===== src/hdl/pdid_pkg.sv =====
`default_nettype none

package pdid_pkg;

    // Pin modes
    localparam logic [1:0] PIN_IN   = 2'd0;
    localparam logic [1:0] PIN_LOW  = 2'd1;
    localparam logic [1:0] PIN_HIGH = 2'd2;
    localparam logic [1:0] PIN_ALT  = 2'd3;

    // ID1 classes
    localparam logic [1:0] CLS_GND  = 2'd0;
    localparam logic [1:0] CLS_VCC  = 2'd1;
    localparam logic [1:0] CLS_PULL = 2'd2;
    localparam logic [1:0] CLS_OPEN = 2'd3;

    // Device type codes
    localparam logic [3:0] T_NONE   = 4'd0;
    localparam logic [3:0] T_TOUCH  = 4'd5;
    localparam logic [3:0] T_TPOINT = 4'd11;
    localparam logic [3:0] T_EXPLOD = 4'd12;
    localparam logic [3:0] T_3PART  = 4'd13;
    localparam logic [3:0] T_UART   = 4'd14;

    localparam logic [7:0] THRESHOLD_RESET = 8'd20;
    localparam logic [7:0] COUNT_MAX       = 8'd255;

    typedef enum logic [11:0] {
        STEP_0  = 12'b0000_0000_0001,
        STEP_1  = 12'b0000_0000_0010,
        STEP_2  = 12'b0000_0000_0100,
        STEP_3  = 12'b0000_0000_1000,
        STEP_4  = 12'b0000_0001_0000,
        STEP_5  = 12'b0000_0010_0000,
        STEP_6  = 12'b0000_0100_0000,
        STEP_7  = 12'b0000_1000_0000,
        STEP_8  = 12'b0001_0000_0000,
        STEP_9  = 12'b0010_0000_0000,
        STEP_10 = 12'b0100_0000_0000,
        STEP_11 = 12'b1000_0000_0000
    } probe_step_t;

    typedef struct packed {
        probe_step_t step;
        logic [1:0]  cls;
        logic [3:0]  cand;
        logic [3:0]  last;
        logic        saved;
        logic [7:0]  count;
        logic [3:0]  accepted;
        logic [3:0]  reported;
        logic [1:0]  id1_pin;
        logic [1:0]  buffer_pin;
        logic [1:0]  id2_pin;
    } port_state_t;

    localparam port_state_t PORT_STATE_RESET = '{
        step:       STEP_0,
        cls:        CLS_GND,
        cand:       T_NONE,
        last:       T_NONE,
        saved:      1'b0,
        count:      8'd0,
        accepted:   T_NONE,
        reported:   T_NONE,
        id1_pin:    PIN_IN,
        buffer_pin: PIN_IN,
        id2_pin:    PIN_IN
    };

    // Type by ID1 class (ground, vcc, pull-down) and ID2/RX response column
    function automatic logic [3:0] type_lookup(input logic [1:0] cls, input logic [1:0] col);
        logic [3:0] t;
        t = T_NONE;
        case (cls)
            CLS_GND: begin
                case (col)
                    2'd0:    t = 4'd4;
                    2'd1:    t = 4'd3;
                    default: t = 4'd10;
                endcase
            end
            CLS_VCC: begin
                case (col)
                    2'd0:    t = 4'd2;
                    2'd1:    t = 4'd6;
                    default: t = 4'd9;
                endcase
            end
            default: begin
                case (col)
                    2'd0:    t = 4'd1;
                    2'd1:    t = 4'd7;
                    default: t = 4'd8;
                endcase
            end
        endcase
        return t;
    endfunction

endpackage

`default_nettype wire


===== src/hdl/pdid_probe_core.sv =====
`default_nettype none

module pdid_probe_core
    import pdid_pkg::*;
(
    input  port_state_t cur_state,
    input  logic        id1_level,
    input  logic        id2_level,
    input  logic        rx_level,
    input  logic [7:0]  threshold,
    output port_state_t next_state,
    output logic        changed
);

    logic [7:0] count_inc;

    assign count_inc = (cur_state.count < COUNT_MAX) ? cur_state.count + 8'd1 : COUNT_MAX;

    always_comb begin
        next_state = cur_state;
        changed    = 1'b0;

        // once in UART mode the port is no longer probed
        if (cur_state.accepted != T_UART) begin
            unique case (cur_state.step)
                STEP_0: begin
                    next_state.cand       = T_NONE;
                    next_state.cls        = CLS_OPEN;
                    next_state.id1_pin    = PIN_HIGH;
                    next_state.buffer_pin = PIN_LOW;
                    next_state.id2_pin    = PIN_IN;
                    next_state.step       = STEP_1;
                end
                STEP_1: begin
                    next_state.saved   = id2_level;
                    next_state.id2_pin = PIN_IN;
                    next_state.id1_pin = PIN_LOW;
                    next_state.step    = STEP_2;
                end
                STEP_2: begin
                    next_state.id2_pin = PIN_IN;
                    if (cur_state.saved && !id2_level) begin
                        next_state.cand       = T_TOUCH;
                        next_state.buffer_pin = PIN_HIGH;
                        next_state.id1_pin    = PIN_IN;
                        next_state.step       = STEP_3;
                    end else if (!cur_state.saved && id2_level) begin
                        next_state.cand = T_TPOINT;
                        next_state.step = STEP_11;
                    end else begin
                        next_state.saved   = id1_level;
                        next_state.id1_pin = PIN_HIGH;
                        next_state.step    = STEP_4;
                    end
                end
                STEP_3: begin
                    next_state.step = STEP_11;
                end
                STEP_4: begin
                    if (cur_state.saved && id1_level) begin
                        next_state.cls  = CLS_VCC;
                        next_state.step = STEP_6;
                    end else if (!cur_state.saved && !id1_level) begin
                        next_state.cls  = CLS_GND;
                        next_state.step = STEP_6;
                    end else begin
                        next_state.buffer_pin = PIN_HIGH;
                        next_state.id1_pin    = PIN_IN;
                        next_state.step       = STEP_5;
                    end
                end
                STEP_5: begin
                    next_state.cls  = id1_level ? CLS_OPEN : CLS_PULL;
                    next_state.step = STEP_6;
                end
                STEP_6: begin
                    next_state.buffer_pin = PIN_HIGH;
                    next_state.id1_pin    = PIN_IN;
                    next_state.id2_pin    = PIN_HIGH;
                    next_state.step       = STEP_7;
                end
                STEP_7: begin
                    next_state.saved   = id1_level;
                    next_state.id2_pin = PIN_LOW;
                    next_state.step    = STEP_8;
                end
                STEP_8: begin
                    if (cur_state.saved && !id1_level) begin
                        if (cur_state.cls == CLS_OPEN) begin
                            next_state.cand = T_3PART;
                        end
                        next_state.step = STEP_11;
                    end else if (!cur_state.saved && id1_level) begin
                        next_state.cand = T_EXPLOD;
                        next_state.step = STEP_11;
                    end else begin
                        next_state.id1_pin    = PIN_HIGH;
                        next_state.buffer_pin = PIN_LOW;
                        next_state.id2_pin    = PIN_HIGH;
                        next_state.step       = STEP_9;
                    end
                end
                STEP_9: begin
                    if (rx_level) begin
                        next_state.id2_pin = PIN_LOW;
                        next_state.step    = STEP_10;
                    end else begin
                        next_state.cand = (cur_state.cls != CLS_OPEN) ?
                                          type_lookup(cur_state.cls, 2'd0) : T_UART;
                        next_state.step = STEP_11;
                    end
                end
                STEP_10: begin
                    if (cur_state.cls != CLS_OPEN) begin
                        next_state.cand = type_lookup(cur_state.cls,
                                                      rx_level ? 2'd1 : 2'd2);
                    end
                    next_state.step = STEP_11;
                end
                STEP_11: begin
                    next_state.id2_pin    = PIN_IN;
                    next_state.id1_pin    = PIN_LOW;
                    next_state.buffer_pin = PIN_LOW;
                    // counter only advances on a repeat; a mismatch leaves it alone
                    if (cur_state.cand == cur_state.last) begin
                        if (count_inc >= threshold) begin
                            next_state.accepted = cur_state.cand;
                            next_state.count    = count_inc - 8'd1;
                        end else begin
                            next_state.count = count_inc;
                        end
                    end
                    next_state.last = cur_state.cand;
                    next_state.step = STEP_0;
                end
                default: begin
                    next_state.step = STEP_0;
                end
            endcase
        end

        if (next_state.accepted != cur_state.reported) begin
            next_state.reported = next_state.accepted;
            changed             = 1'b1;
            if (next_state.accepted == T_UART) begin
                next_state.id2_pin    = PIN_ALT;
                next_state.id1_pin    = PIN_ALT;
                next_state.buffer_pin = PIN_LOW;
            end
        end
    end

endmodule

`default_nettype wire


===== src/hdl/pdid_state_bank.sv =====
`default_nettype none

module pdid_state_bank
    import pdid_pkg::*;
#(
    parameter int NUM_PORTS = 2,
    parameter int IDX_W     = 1
) (
    input  logic              aclk,
    input  logic              aresetn,
    input  logic [IDX_W-1:0]  port_idx,
    input  logic              wr_en,
    input  port_state_t       wr_state,
    output port_state_t       rd_state
);

    port_state_t state_reg [NUM_PORTS];

    assign rd_state = state_reg[port_idx];

    always_ff @(posedge aclk) begin
        if (!aresetn) begin
            for (int i = 0; i < NUM_PORTS; i++) begin
                state_reg[i] <= PORT_STATE_RESET;
            end
        end else if (wr_en) begin
            state_reg[port_idx] <= wr_state;
        end
    end

endmodule

`default_nettype wire


===== src/hdl/port_device_id_probe_unit.sv =====
`default_nettype none

// Passive device ID probe for up to NUM_PORTS ports.
// Input channel (s_*): one transfer per 2 ms tick of one port, with the
// sampled ID1, ID2 and RX levels. Result channel (m_*): exactly one transfer
// per input transfer, in order, carrying the pin drive modes after the tick,
// the candidate and connected type codes, a change flag and the UART flag.
// A tick for a port number at or above NUM_PORTS leaves all state alone and
// returns an all-zero result.
// The input register feeds the probe step logic, which loads the per-port
// state registers and the result register together once the result
// register is free. One transfer per cycle is sustained while the receiver
// does not stall, also for back-to-back ticks of the same port.
// cfg_wr_en writes match_threshold (reset 20) at once; write it only idle.
// Reset (aresetn low, synchronous) puts every port at probe step 0 with all
// pins as inputs, no types, counters zero, and empties both registers.
// When the receiver stalls, the result register holds; the input register
// takes one more transfer and then s_ready drops until the result moves.
module port_device_id_probe_unit
    import pdid_pkg::*;
#(
    parameter int NUM_PORTS = 2
) (
    input  logic       aclk,
    input  logic       aresetn,

    input  logic       cfg_wr_en,
    input  logic [7:0] cfg_wr_data,

    input  logic       s_valid,
    output logic       s_ready,
    input  logic       s_port_select,
    input  logic       s_id1_level,
    input  logic       s_id2_level,
    input  logic       s_rx_level,

    output logic       m_valid,
    input  logic       m_ready,
    output logic [1:0] m_id1_drive,
    output logic [1:0] m_buffer_drive,
    output logic [1:0] m_id2_drive,
    output logic [3:0] m_detected_type,
    output logic [3:0] m_connected_type,
    output logic       m_connection_changed,
    output logic       m_uart_mode
);

    localparam int IDX_W = (NUM_PORTS > 1) ? $clog2(NUM_PORTS) : 1;

    logic [7:0]  threshold_reg;

    logic        in_valid_reg;
    logic        sel_reg;
    logic        id1_reg;
    logic        id2_reg;
    logic        rx_reg;

    logic        m_valid_reg;
    logic [1:0]  id1_drive_reg;
    logic [1:0]  buffer_drive_reg;
    logic [1:0]  id2_drive_reg;
    logic [3:0]  detected_reg;
    logic [3:0]  connected_reg;
    logic        changed_reg;
    logic        uart_reg;

    logic             advance;
    logic             in_range;
    logic [IDX_W-1:0] port_idx;
    port_state_t      cur_state;
    port_state_t      nxt_state;
    logic             changed;

    assign advance  = in_valid_reg && (!m_valid_reg || m_ready);
    assign s_ready  = !in_valid_reg || advance;
    // port_select is one bit wide, so only port 1 can fall outside the range
    assign in_range = (NUM_PORTS > 1) || !sel_reg;
    assign port_idx = IDX_W'(sel_reg);

    always_ff @(posedge aclk) begin
        if (!aresetn) begin
            threshold_reg <= THRESHOLD_RESET;
        end else if (cfg_wr_en) begin
            threshold_reg <= cfg_wr_data;
        end
    end

    always_ff @(posedge aclk) begin
        if (!aresetn) begin
            in_valid_reg <= 1'b0;
        end else if (s_ready) begin
            in_valid_reg <= s_valid;
        end
    end

    always_ff @(posedge aclk) begin
        if (s_valid && s_ready) begin
            sel_reg <= s_port_select;
            id1_reg <= s_id1_level;
            id2_reg <= s_id2_level;
            rx_reg  <= s_rx_level;
        end
    end

    pdid_state_bank #(
        .NUM_PORTS (NUM_PORTS),
        .IDX_W     (IDX_W)
    ) u_state_bank (
        .aclk     (aclk),
        .aresetn  (aresetn),
        .port_idx (port_idx),
        .wr_en    (advance && in_range),
        .wr_state (nxt_state),
        .rd_state (cur_state)
    );

    pdid_probe_core u_probe_core (
        .cur_state  (cur_state),
        .id1_level  (id1_reg),
        .id2_level  (id2_reg),
        .rx_level   (rx_reg),
        .threshold  (threshold_reg),
        .next_state (nxt_state),
        .changed    (changed)
    );

    always_ff @(posedge aclk) begin
        if (!aresetn) begin
            m_valid_reg <= 1'b0;
        end else if (advance) begin
            m_valid_reg <= 1'b1;
        end else if (m_ready) begin
            m_valid_reg <= 1'b0;
        end
    end

    always_ff @(posedge aclk) begin
        if (advance) begin
            if (in_range) begin
                id1_drive_reg    <= nxt_state.id1_pin;
                buffer_drive_reg <= nxt_state.buffer_pin;
                id2_drive_reg    <= nxt_state.id2_pin;
                detected_reg     <= nxt_state.cand;
                connected_reg    <= nxt_state.accepted;
                changed_reg      <= changed;
                uart_reg         <= (nxt_state.accepted == T_UART);
            end else begin
                id1_drive_reg    <= PIN_IN;
                buffer_drive_reg <= PIN_IN;
                id2_drive_reg    <= PIN_IN;
                detected_reg     <= T_NONE;
                connected_reg    <= T_NONE;
                changed_reg      <= 1'b0;
                uart_reg         <= 1'b0;
            end
        end
    end

    assign m_valid              = m_valid_reg;
    assign m_id1_drive          = id1_drive_reg;
    assign m_buffer_drive       = buffer_drive_reg;
    assign m_id2_drive          = id2_drive_reg;
    assign m_detected_type      = detected_reg;
    assign m_connected_type     = connected_reg;
    assign m_connection_changed = changed_reg;
    assign m_uart_mode          = uart_reg;

endmodule

`default_nettype wire

===== config.mk =====
export PLATFORM = sky130hd
export DESIGN_NAME = port_device_id_probe_unit
export DESIGN_NICKNAME = d
export VERILOG_FILES = /design/src/hdl/pdid_pkg.sv /design/src/hdl/pdid_probe_core.sv /design/src/hdl/pdid_state_bank.sv /design/src/hdl/port_device_id_probe_unit.sv
export SDC_FILE = /design/constraint.sdc
export NUM_CORES = 1
export LEC_CHECK = 0
export ABC_CLOCK_PERIOD_IN_PS = 4500
export BUFFER_PORTS_ARGS = -buffer_cell sky130_fd_sc_hd__buf_4
export CAP_MARGIN = 10
export CELL_PAD_IN_SITES_DETAIL_PLACEMENT = 1
export CELL_PAD_IN_SITES_GLOBAL_PLACEMENT = 2
export CORE_ASPECT_RATIO = 2
export CORE_MARGIN = 1.5
export CORE_UTILIZATION = 41
export DETAILED_ROUTE_END_ITERATION = 12
export GPL_TIMING_DRIVEN = 0
export PLACE_DENSITY = 0.85
export SLEW_MARGIN = 20
export SYNTH_ARGS = -nofsm -noshare
export SYNTH_HDL_FRONTEND = slang
export SYNTH_HIERARCHICAL = 1
export SYNTH_SLANG_ARGS = --single-unit
export TNS_END_PERCENT = 5

===== constraint.sdc =====
create_clock -name aclk -period 4.5 [get_ports aclk]
set_clock_uncertainty 0.05 [all_clocks]
set_input_delay 0.45 -clock aclk [delete_from_list [all_inputs] [get_ports aclk]]
set_output_delay 0.45 -clock aclk [all_outputs]
set_load 0.005 [all_outputs]

==> results of run 1 <==
## cell type report
cell class              instances  area (sq um)
flip-flops and latches        120          3500
repair buffers                 34           255
well taps                     213           267
multi-input cells             556          3590
clock inverters                10          98.8
plain buffers                  48           262
inverters                      23          86.3
clock buffers                  22           518
fillers                      1953          9120
## worst paths after layout
check	from	end	slack, ps	depth (start not counted)
worst max-delay path	port_idx	u_state_bank/state_reg[0][2]	190	15
worst min-delay path	s_rx_level	rx_reg	160	1
worst max register to register	port_idx	u_state_bank/state_reg[0][2]	190	15
worst min register to register	threshold_reg[4]	threshold_reg[4]	420	2
## cells by family (layout without fill, tap and decap cells)
family,Yosys count,after routing,synth area share (%)
compound gates,121,121,10.6
fa+ha+maj,21,21,3.55
mux,65,65,9.68
simple gates,324,324,21.1
xor+xnor,25,25,2.96
flops,120,120,47.3
buf+inv,72,137,4.75
## cells in the final DEF, fill, tap and decap left out, types with 12 or more instances in the layout
cell type / count
clkbuf_16: 20
nor3_1: 13
clkbuf_1: 13
mux2i_1: 12
edfxtp_1: 110
xor2_1: 19
mux2_2: 53
o21ai_0: 41
a21oi_1: 22
nand2_1: 92
inv_1: 23
nor2_1: 112
nand3_1: 24
buf_4: 39
buf_2: 25
nor2b_1: 14
ha_1: 21
## metrics by stage
stage / setup slack, ps / total power [W] / instance area, sq um / TNS, ps / cells
after floorplan: 841 / 0.00162 / 7410 / 0 / 748
after global placement: -670 / 0.00175 / 7920 / -49130 / 994
after detailed placement: -83.7 / 0.00177 / 7950 / -154 / 994
after CTS: 14.1 / 0.00318 / 8560 / 0 / 1026
after global routing: 0.898 / 0.00325 / 8580 / 0 / 1026
final: 191 / 0.00314 / 8580 / 0 / 1026
## what timing repair did
action                     CTS  global route
gates resized for setup      1             3
hold endpoints to repair     0             0
setup endpoints to repair    4            16
setup buffers                0             1
pin swaps                    0             1
## routing by layer
metal  up-vias  GRT usage (%)
met4         0           16.8
met1      2961           22.6
met3        86           3.79
li1       2794              -
met5         -              0
met2       155           52.4
## power groups by stage
stage / Combinational, W / Clock [W] / Sequential (W)
floorplan: 0.000299 / 0 / 0.00132
CTS: 0.000453 / 0.00142 / 0.00130
global placement: 0.000428 / 0 / 0.00132
detailed placement: 0.000448 / 0 / 0.00132
finish: 0.000456 / 0.00139 / 0.00130
global route: 0.000494 / 0.00146 / 0.00130
==> flow_summary_export.csv, run 1 <==
group,metric,value,unit
run_status,status,"finished clean",
worst_setup_path,crit_path_cell_trace,"buf_4 -> buf_6 -> mux2_2 -> ha_1 -> buf_2 -> nand2b_1 -> mux2_2 -> ha_1 -> a21oi_1 -> o21ai_0 -> nor2_2 -> o22ai_1 -> or3_1 -> nand2_1 -> nor2_1",
clocking,htreeDepth,4,
timing,worst_pin_slew,1120,ps
routing,m1WireLength,7.78,mm
routing,avgRoutedWirePerCell,23.1,microns
timing,fmax,0.232,GHz
power_and_ir_drop,power_frac_seq,41.3,%
power_and_ir_drop,p_clk_share,44.2,%
floorplan,chipWidth,98.1,microns
yosys,yosysWarnings,6,
yosys,synthTopCellsByCount,"nor2_1 (113), edfxtp_1 (110), nand2_1 (94), mux2_2 (53), o21ai_0 (42)",
routing,vias,5996,
power_and_ir_drop,ir_drop,0.238,mV
timing,hold_violations,0,
yosys,synth-edff-count,110,
worst_setup_path,max_stage_delay,460,ps
global_routing,grt_remaining_overflow,0,
timing,slew_viol_final,0,
floorplan,chipHeight,193,microns
clocking,cts_tree,"yes",
routing,firstDrtPassIters,4,
power_and_ir_drop,switching_share,26.1,%
layout,final_util,48.5,%
timing,hold_slack,160,ps
placed_design,dpl.hpwl,17.8,mm
clocking,cts-root-buf,"clkbuf_16",
routing,met3WireLength,540,microns
layout,nets,838,
timing,grt_setup_unrepaired,"no",
power_and_ir_drop,power_frac_comb,14.5,%
yosys,yosys_register_bits,120,
yosys,synth.distinct_cells,69,
routing,vias_per_cell,5.84,
global_routing,track_usage,25.8,%
global_routing,antenna_found_initial,0,
timing,fin_crit_sh,95.8,%
floorplan,coreArea,0.0177,sq mm
global_routing,grt_max_degree,46,
clocking,worstSkewPairLatency,420,ps
worst_setup_path,critical_path_class,"flop to flop",
floorplan,initial_core_util,41.9,%
clocking,clock_path_buffers,2,
worst_setup_path,cp-end-kind,"flop",
worst_setup_path,startpoint_type,"flop",
yosys,syn_nets,786,
placed_design,place_congestion,0.912,
placed_design,port_buffers,33,
floorplan,design.die.area,0.0189,sq mm
yosys,syn_avg_cell_area,9.90,sq um
yosys,synthTopCellsByArea,"edfxtp_1 (45%), mux2_2 (8.1%), nor2_1 (5.7%)",
clocking,numCtsBuffers,17,
worst_setup_path,critPathBufInv,3,
floorplan,num_rows,69,
global_routing,grt_pass1_vias,6705,
routing,drc_errors,0,
global_routing,grt_pass1_wl,36.4,mm
layout,drive_above_1_share,21.0,%
worst_setup_path,arrival,4420,ps
timing,setup_viol,0,
worst_setup_path,required,4610,ps
power_and_ir_drop,power_density,367,mW/mm^2
power_and_ir_drop,leakage,3.26,nW
floorplan,ios,35,
flow_run,drv_cap,0,
timing,max-slew-margin-rel,24.0,%
yosys,synth_area,0.00741,sq mm
yosys,netlist.area_leader.share,44.6,%
yosys,async_reset_ff_share,0,%
timing,period_minus_slack,4310,ps
routing,ant_nets,0,
yosys,synth_largest_area_cell,"edfxtp_1",
routing,drtIter0Drc,236,
yosys,synth_most_common_cell,"nor2_1",
routing,routed_wl,23.7,mm
worst_hold_path,min_path_type,"input pin to flop",
yosys,synth_flop_cell,"edfxtp_1",
routing,maxUsedRoutingLayer,"met4",
clocking,numClockSinks,120,
layout,diodes,0,
yosys,ys_seq_area_share,47.3,%
layout,area_growth,15.8,%
yosys,syn_inst,748,
power_and_ir_drop,power_switching,0.000821,W
clocking,path_clk_slew,60,ps
worst_setup_path,slowest_stage,"or3_1",
layout,largest_reg_flops,90,
clocking,postCtsHoldBufs,0,
routing,met2_length,13.9,mm
worst_setup_path,cp_max_fo,10,
power_and_ir_drop,intPower,0.00232,W
worst_setup_path,crit_family,"simple AND/OR/NAND/NOR gates",
Note: power is estimated with default switching activity, not from simulation.
==> run 2, diff against run 1 <==
--- a/config.mk
+++ b/config.mk
@@ -15,7 +15,7 @@
 export CORE_UTILIZATION = 41
 export DETAILED_ROUTE_END_ITERATION = 12
 export GPL_TIMING_DRIVEN = 0
-export PLACE_DENSITY = 0.85
+export PLACE_DENSITY = 0.9
 export SLEW_MARGIN = 20
 export SYNTH_ARGS = -nofsm -noshare
 export SYNTH_HDL_FRONTEND = slang
==> run 2 against run 1 <==
Utilization hardly changed. Final cell count did not move. Largest power group unchanged. Via count up 1.5%. Sequential power is essentially flat. Worst hold slack worse by 13 ps. Total power shrank 0.20%. Sequential cell count unchanged. Cell area hardly changed. Sequential share of layout area hardly changed. Non-clock buffer count stayed put. Global-route usage rose by 0.33 points.
==> flow_summary_export.csv, run 2 (synthesis gave the netlist of run 1 again) <==
group,metric,value,unit
placed_design,pre_cts_slack,-160,ps
worst_setup_path,timing.rr.start,"port_idx",
clocking,postCtsHoldBufs,0,
power_and_ir_drop,power_density,366,mW/mm^2
placed_design,port_buffers,33,
routing,vias,6088,
global_routing,track_usage,26.1,%
layout,nets,838,
timing,slew_viol_final,0,
clocking,cts_tree,"yes",
worst_setup_path,required,4620,ps
worst_hold_path,min_path_type,"input pin to flop",
layout,drive_above_1_share,21.0,%
floorplan,chipHeight,193,microns
clocking,cts-root-buf,"clkbuf_16",
routing,drc_errors,0,
timing,grt_setup_unrepaired,"no",
timing,layout_setup_ws,205,ps
timing,period_minus_slack,4300,ps
routing,vias_per_cell,5.93,
power_and_ir_drop,leakage,3.26,nW
routing,drtIter0Drc,273,
floorplan,num_rows,69,
clocking,htreeDepth,4,
routing,avgRoutedWirePerCell,23.1,microns
global_routing,antenna_found_initial,0,
placed_design,dpl.hpwl,17.5,mm
timing,setup_viol,0,
routing,ant_nets,0,
flow_run,drv_cap,0,
layout,diodes,0,
floorplan,coreArea,0.0177,sq mm
layout,final_common_cell,"nor2_1",
worst_setup_path,arrival,4420,ps
clocking,numCtsBuffers,17,
timing,hold_violations,0,
clocking,worstSkewPairLatency,430,ps
worst_setup_path,cp-startpoint,"port_idx",
floorplan,design.die.area,0.0189,sq mm
layout,mostFrequentLayoutCells,"nor2_1 (112), edfxtp_1 (110), nand2_1 (92), mux2_2 (53), o21ai_0 (40)",
worst_setup_path,critical_path_class,"flop to flop",
run_status,status,"finished clean",
global_routing,grt_pass1_wl,37.0,mm
worst_setup_path,cp-end-kind,"flop",
routing,firstDrtPassIters,4,
placed_design,place_congestion,0.955,
power_and_ir_drop,ir_drop,0.275,mV
routing,routed_wl,23.7,mm
timing,worst_pin_slew,1090,ps
global_routing,grt_remaining_overflow,0,
worst_setup_path,cp_max_fo,10,
floorplan,initial_core_util,41.9,%
worst_hold_path,min-delay-start,"s_port_select",
global_routing,grt_max_degree,46,
timing,fmax,0.233,GHz
clocking,clock_path_buffers,2,
worst_setup_path,startpoint_type,"flop",
clocking,numClockSinks,120,
layout,area_growth,15.7,%
global_routing,grt_pass1_vias,6713,
floorplan,chipWidth,98.1,microns
timing,fin_crit_sh,95.4,%
timing,max-slew-margin-rel,26.3,%
floorplan,ios,35,
clocking,path_clk_slew,60,ps
layout,largest_reg_flops,90,
timing,hold_slack,147,ps
-- run 2: changes by cell type in the layout (fill, tap and decap cells not counted) --
| cell | delta |
|---|---|
| bufinv_16 | -1 |
| clkbuf_16 | +1 |
| clkinv_4 | -1 |
| inv_6 | +1 |
| o21ai_0 | -1 |
| o21ai_1 | +1 |
-- run 2: repair_timing --
item / in CTS / in global routing
pin swaps: 1 / 0
gates resized for setup: 1 / 4
buffers inserted: 1 / 0
gates cloned: 0 / 0
setup endpoints to repair: 5 / 18
endpoints found under the hold margin: 0 / 0
-- run 2: final timing paths --
| path | to | slack (ps) | cells past startpoint |
|---|---|---|---|
| setup / recovery | u_state_bank/state_reg[0][17] | 200 | 16 |
| hold / removal | port_idx | 150 | 1 |
| setup reg to reg | u_state_bank/state_reg[0][17] | 200 | 16 |
| hold reg to reg | threshold_reg[2] | 440 | 2 |
-- run 2: stage by stage --
stage | area (sq um) | setup TNS (ps) | cells | total power, W | util [%]
2_1_floorplan | 7410 | 0 | 748 | 0.00162 | -
3_3_place_gp | 7920 | -46010 | 994 | 0.00175 | 44.8
3_5_place_dp | 7950 | -318 | 994 | 0.00177 | 44.9
4_1_cts | 8570 | 0 | 1027 | 0.00315 | 48.4
5_1_grt | 8570 | 0 | 1026 | 0.00324 | 48.4
6_report | 8570 | 0 | 1026 | 0.00314 | 48.4
-- run 2: cell type report --
class	count	area [sq um]
Fill cell	1941	9130
Multi-Input combinational cell	556	3590
Sequential cell	120	3500
Clock buffer	23	543
Tap cell	213	267
Buffer	48	262
Timing Repair Buffer	34	255
Inverter	23	86.3
Clock inverter	9	68.8
-- run 2: worst max-delay path, cell delays in order, from the launching register on --
cell and delay (ps):
edfxtp_1 360, buf_4 250, buf_6 210, mux2_2 430
ha_1 210, buf_2 170, nand2_1 100, mux2i_1 290
inv_1 160, ha_1 330, nand4_1 170, a31o_2 330
a2111o_1 440, xor2_1 250, o21ai_0 110, nand2_1 110
nor2_1 50
-- run 2: layer usage --
metal  share of wire, %  up-vias  global-route usage (%)
li1                   -     2796                       -
met1                 32     3029                    23.3
met2                 58      168                    51.0
met3                2.4       95                    3.93
met4                7.6        0                    20.3
met5                  0        -                       0
-- run 2: power breakdown --
| part | internal, W | leakage, nW | switching, W |
|---|---|---|---|
| Combinational | 0.000164 | 1.75 | 0.000292 |
| Clock | 0.000859 | 0.307 | 0.000525 |
| Sequential | 0.00128 | 1.21 | 0.0000189 |
==> run 3, diff against run 2 <==
--- a/config.mk
+++ b/config.mk
@@ -5,6 +5,7 @@
 export SDC_FILE = /design/constraint.sdc
 export NUM_CORES = 1
 export LEC_CHECK = 0
+export ABC_AREA = 1
 export ABC_CLOCK_PERIOD_IN_PS = 4500
 export BUFFER_PORTS_ARGS = -buffer_cell sky130_fd_sc_hd__buf_4
 export CAP_MARGIN = 10
@@ -12,10 +13,10 @@
 export CELL_PAD_IN_SITES_GLOBAL_PLACEMENT = 2
 export CORE_ASPECT_RATIO = 2
 export CORE_MARGIN = 1.5
-export CORE_UTILIZATION = 41
+export CORE_UTILIZATION = 38
 export DETAILED_ROUTE_END_ITERATION = 12
 export GPL_TIMING_DRIVEN = 0
-export PLACE_DENSITY = 0.9
+export PLACE_DENSITY = 0.89
 export SLEW_MARGIN = 20
 export SYNTH_ARGS = -nofsm -noshare
 export SYNTH_HDL_FRONTEND = slang
==> run 3 against run 2 <==
Sequential share of layout area fell by 0.56 points. Critical endpoint is now u_state_bank/state_reg[1][1]. Fmax up 3.6%. Combinational power shrank 10%. Sequential power about the same. Count of clock-buffer cells in the layout is 4 lower. Worst hold slack got worse by 7.2 ps. Critical path type unchanged. Register-to-register slack gained 150 ps. Utilization fell by 2.3 points. Wire length is 7.6% lower.
==> flow_summary_export.csv, run 3 <==
group,metric,value,unit
run_status,status,"finished clean",
worst_setup_path,cp_max_fo,10,
layout,diodes,0,
worst_hold_path,min_path_type,"input pin to flop",
layout,largest_reg_flops,90,
global_routing,antenna_found_initial,0,
flow_run,drv_cap,0,
routing,drc_errors,0,
layout,fillerInstances,2315,
yosys,synthTopCellsByArea,"edfxtp_1 (45%), nand2_1 (13%), inv_1 (6.6%)",
power_and_ir_drop,intPower,0.00244,W
routing,routed_wl,21.9,mm
worst_setup_path,required,4630,ps
yosys,synthTopCellsByCount,"nand2_1 (255), inv_1 (130), edfxtp_1 (110), nor2_1 (89), nor2_2 (58)",
power_and_ir_drop,ir_drop,0.266,mV
layout,final_util,46.2,%
power_and_ir_drop,switching_share,24.9,%
clocking,clock_path_buffers,2,
yosys,syn_nets,933,
clocking,cts-root-buf,"clkbuf_16",
floorplan,chipHeight,200,microns
yosys,syn_inst,895,
routing,ant_nets,0,
yosys,yosysWarnings,6,
worst_setup_path,startpoint_type,"flop",
timing,period_minus_slack,4150,ps
routing,avgRoutedWirePerCell,18.0,microns
worst_setup_path,ff2ff_path_depth,30,
routing,firstDrtPassIters,4,
yosys,synth-edff-count,110,
yosys,syn_avg_cell_area,8.20,sq um
clocking,postCtsHoldBufs,0,
yosys,netlist.area_leader.share,45.0,%
placed_design,dp.cells,1185,
worst_setup_path,max_stage_delay,440,ps
yosys,synth_most_common_cell,"nand2_1",
power_and_ir_drop,power_frac_comb,12.6,%
yosys,synth_largest_area_cell,"edfxtp_1",
global_routing,grt_remaining_overflow,0,
layout,seqCellArea,0.00350,sq mm
worst_setup_path,cp-startpoint,"port_idx",
worst_hold_path,min_to,"id1_reg",
floorplan,num_rows,71,
yosys,async_reset_ff_share,0,%
timing,fmax,0.241,GHz
routing,vias,6119,
layout,nets,988,
power_and_ir_drop,power_switching,0.000810,W
timing,worst_pin_slew,740,ps
layout,final_common_cell,"nand2_1",
timing,setup_viol,0,
floorplan,coreArea,0.0188,sq mm
timing,tns,0,ps
clocking,cts_tree,"yes",
timing,hold_violations,0,
routing,vias_per_cell,5.02,
clocking,numCtsBuffers,17,
timing,max-slew-margin-rel,50.7,%
worst_setup_path,timing.rr.start,"port_idx",
clocking,htreeDepth,4,
worst_hold_path,min-delay-start,"s_id1_level",
worst_setup_path,slowest_stage,"edfxtp_1",
layout,multi_input_area,0.00319,sq mm
yosys,yosys_register_bits,120,
worst_hold_path,holdPathStages,1,
worst_setup_path,critical_path_class,"flop to flop",
layout,area_growth,18.4,%
timing,fin_crit_sh,92.1,%
floorplan,ios,35,
yosys,ys_seq_area_share,47.7,%
worst_setup_path,rrSetupSlack,350,ps
floorplan,initial_core_util,39.0,%
clocking,path_clk_slew,60,ps
clocking,worstSkewPairLatency,430,ps
global_routing,grt_pass1_wl,34.7,mm
placed_design,port_buffers,34,
power_and_ir_drop,leakage,3.86,nW
yosys,synth_area,0.00734,sq mm
clocking,numClockSinks,120,
routing,drtIter0Drc,168,
global_routing,grt_max_degree,46,
floorplan,chipWidth,101,microns
placed_design,dpl.hpwl,16.4,mm
placed_design,place_congestion,0.860,
global_routing,track_usage,23.7,%
layout,layout.cells.non_filler,1218,
power_and_ir_drop,p_clk_share,47.5,%
power_and_ir_drop,total_power,0.00325,W
timing,slew_viol_final,0,
yosys,synth.distinct_cells,42,
placed_design,pre_cts_slack,-280,ps
timing,layout_setup_ws,353,ps
layout,mostFrequentLayoutCells,"nand2_1 (250), inv_1 (129), edfxtp_1 (110), nor2_1 (88), nor2_2 (58)",
power_and_ir_drop,power_density,374,mW/mm^2
worst_setup_path,cp-end-kind,"flop",
worst_setup_path,r2r-end,"u_state_bank/state_reg[1][1]",
layout,drive_above_1_share,19.8,%
worst_setup_path,arrival,4280,ps
yosys,synth_flop_cell,"edfxtp_1",
power_and_ir_drop,power_frac_seq,39.9,%
worst_setup_path,cpMostUsedCell,"nand2_1",
global_routing,grt_pass1_vias,6625,
floorplan,design.die.area,0.0202,sq mm
==> run 3: power by group through the flow <==
stage | sequential, W | clock (W) | combinational (W)
after floorplan | 0.00132 | 0 | 0.000269
after global placement | 0.00132 | 0 | 0.000389
after detailed placement | 0.00132 | 0 | 0.000403
after CTS | 0.00130 | 0.00158 | 0.000411
after global routing | 0.00130 | 0.00162 | 0.000462
final | 0.00130 | 0.00154 | 0.000410
==> run 3: worst max path at each step <==
| stage | slack, ps | end | cells after the start |
|---|---|---|---|
| 2_1_floorplan | 830 | u_state_bank/state_reg[1][2] | 29 |
| 3_3_place_gp | -1160 | u_state_bank/state_reg[1][14] | 6 |
| 6_report | 350 | u_state_bank/state_reg[1][1] | 30 |
| 4_1_cts | 40 | u_state_bank/state_reg[1][2] | 23 |
| 3_5_place_dp | -280 | u_state_bank/state_reg[1][2] | 30 |
| 5_1_grt | -4 | u_state_bank/state_reg[1][0] | 30 |
==> run 3: cells by family (layout without fill, tap and decap cells) <==
group / Yosys count / in the layout / share of synthesized area, %
compound gates: 91 / 91 / 6.96
simple gates: 497 / 497 / 31.2
xor+xnor: 6 / 6 / 0.716
buf+inv: 160 / 228 / 9.82
flops: 120 / 120 / 47.7
fa+ha+maj: 21 / 21 / 3.58
==> run 3: repair_timing <==
action	CTS	global route
setup endpoints to repair	18	18
setup buffers	0	1
gates resized for setup	6	9
endpoints found under the hold margin	0	0
gates cloned	0	0
==> run 3: area by class of cell <==
| type | count | area share [%] |
|---|---|---|
| buffer | 24 | 2.49 |
| tap | 255 | 3.67 |
| inverter | 136 | 5.87 |
| sequential | 120 | 40.3 |
| clock inverter | 13 | 2.61 |
| timing repair buffer | 36 | 3.34 |
| clock buffer | 19 | 4.98 |
| multi-input combinational | 615 | 36.7 |
==> run 3: critical path, delay by kind of cell (launching register included) <==
kind	cells	cell delay [ps]
AND/OR/NAND/NOR	21	1950
adder cells (fa/ha/maj)	2	450
flip-flops	1	440
buffers and inverters	7	990
==> run 3: metrics by stage <==
| step | hold slack (ps) | cell area, sq um |
|---|---|---|
| after floorplan | 379 | 7340 |
| after global placement | 389 | 7910 |
| after detailed placement | 396 | 7970 |
| after CTS | 118 | 8640 |
| after global routing | 119 | 8690 |
| final | 140 | 8690 |
==> run 3: metal layers <==
layer  global-route usage, %  vias to the layer above  share of wire, %
li1                        -                     2990                 -
met1                    21.0                     2970                33
met4                    13.7                        0               4.2
met3                    4.55                       51               2.8
met5                       0                        -                 0
met2                    47.2                      108                60
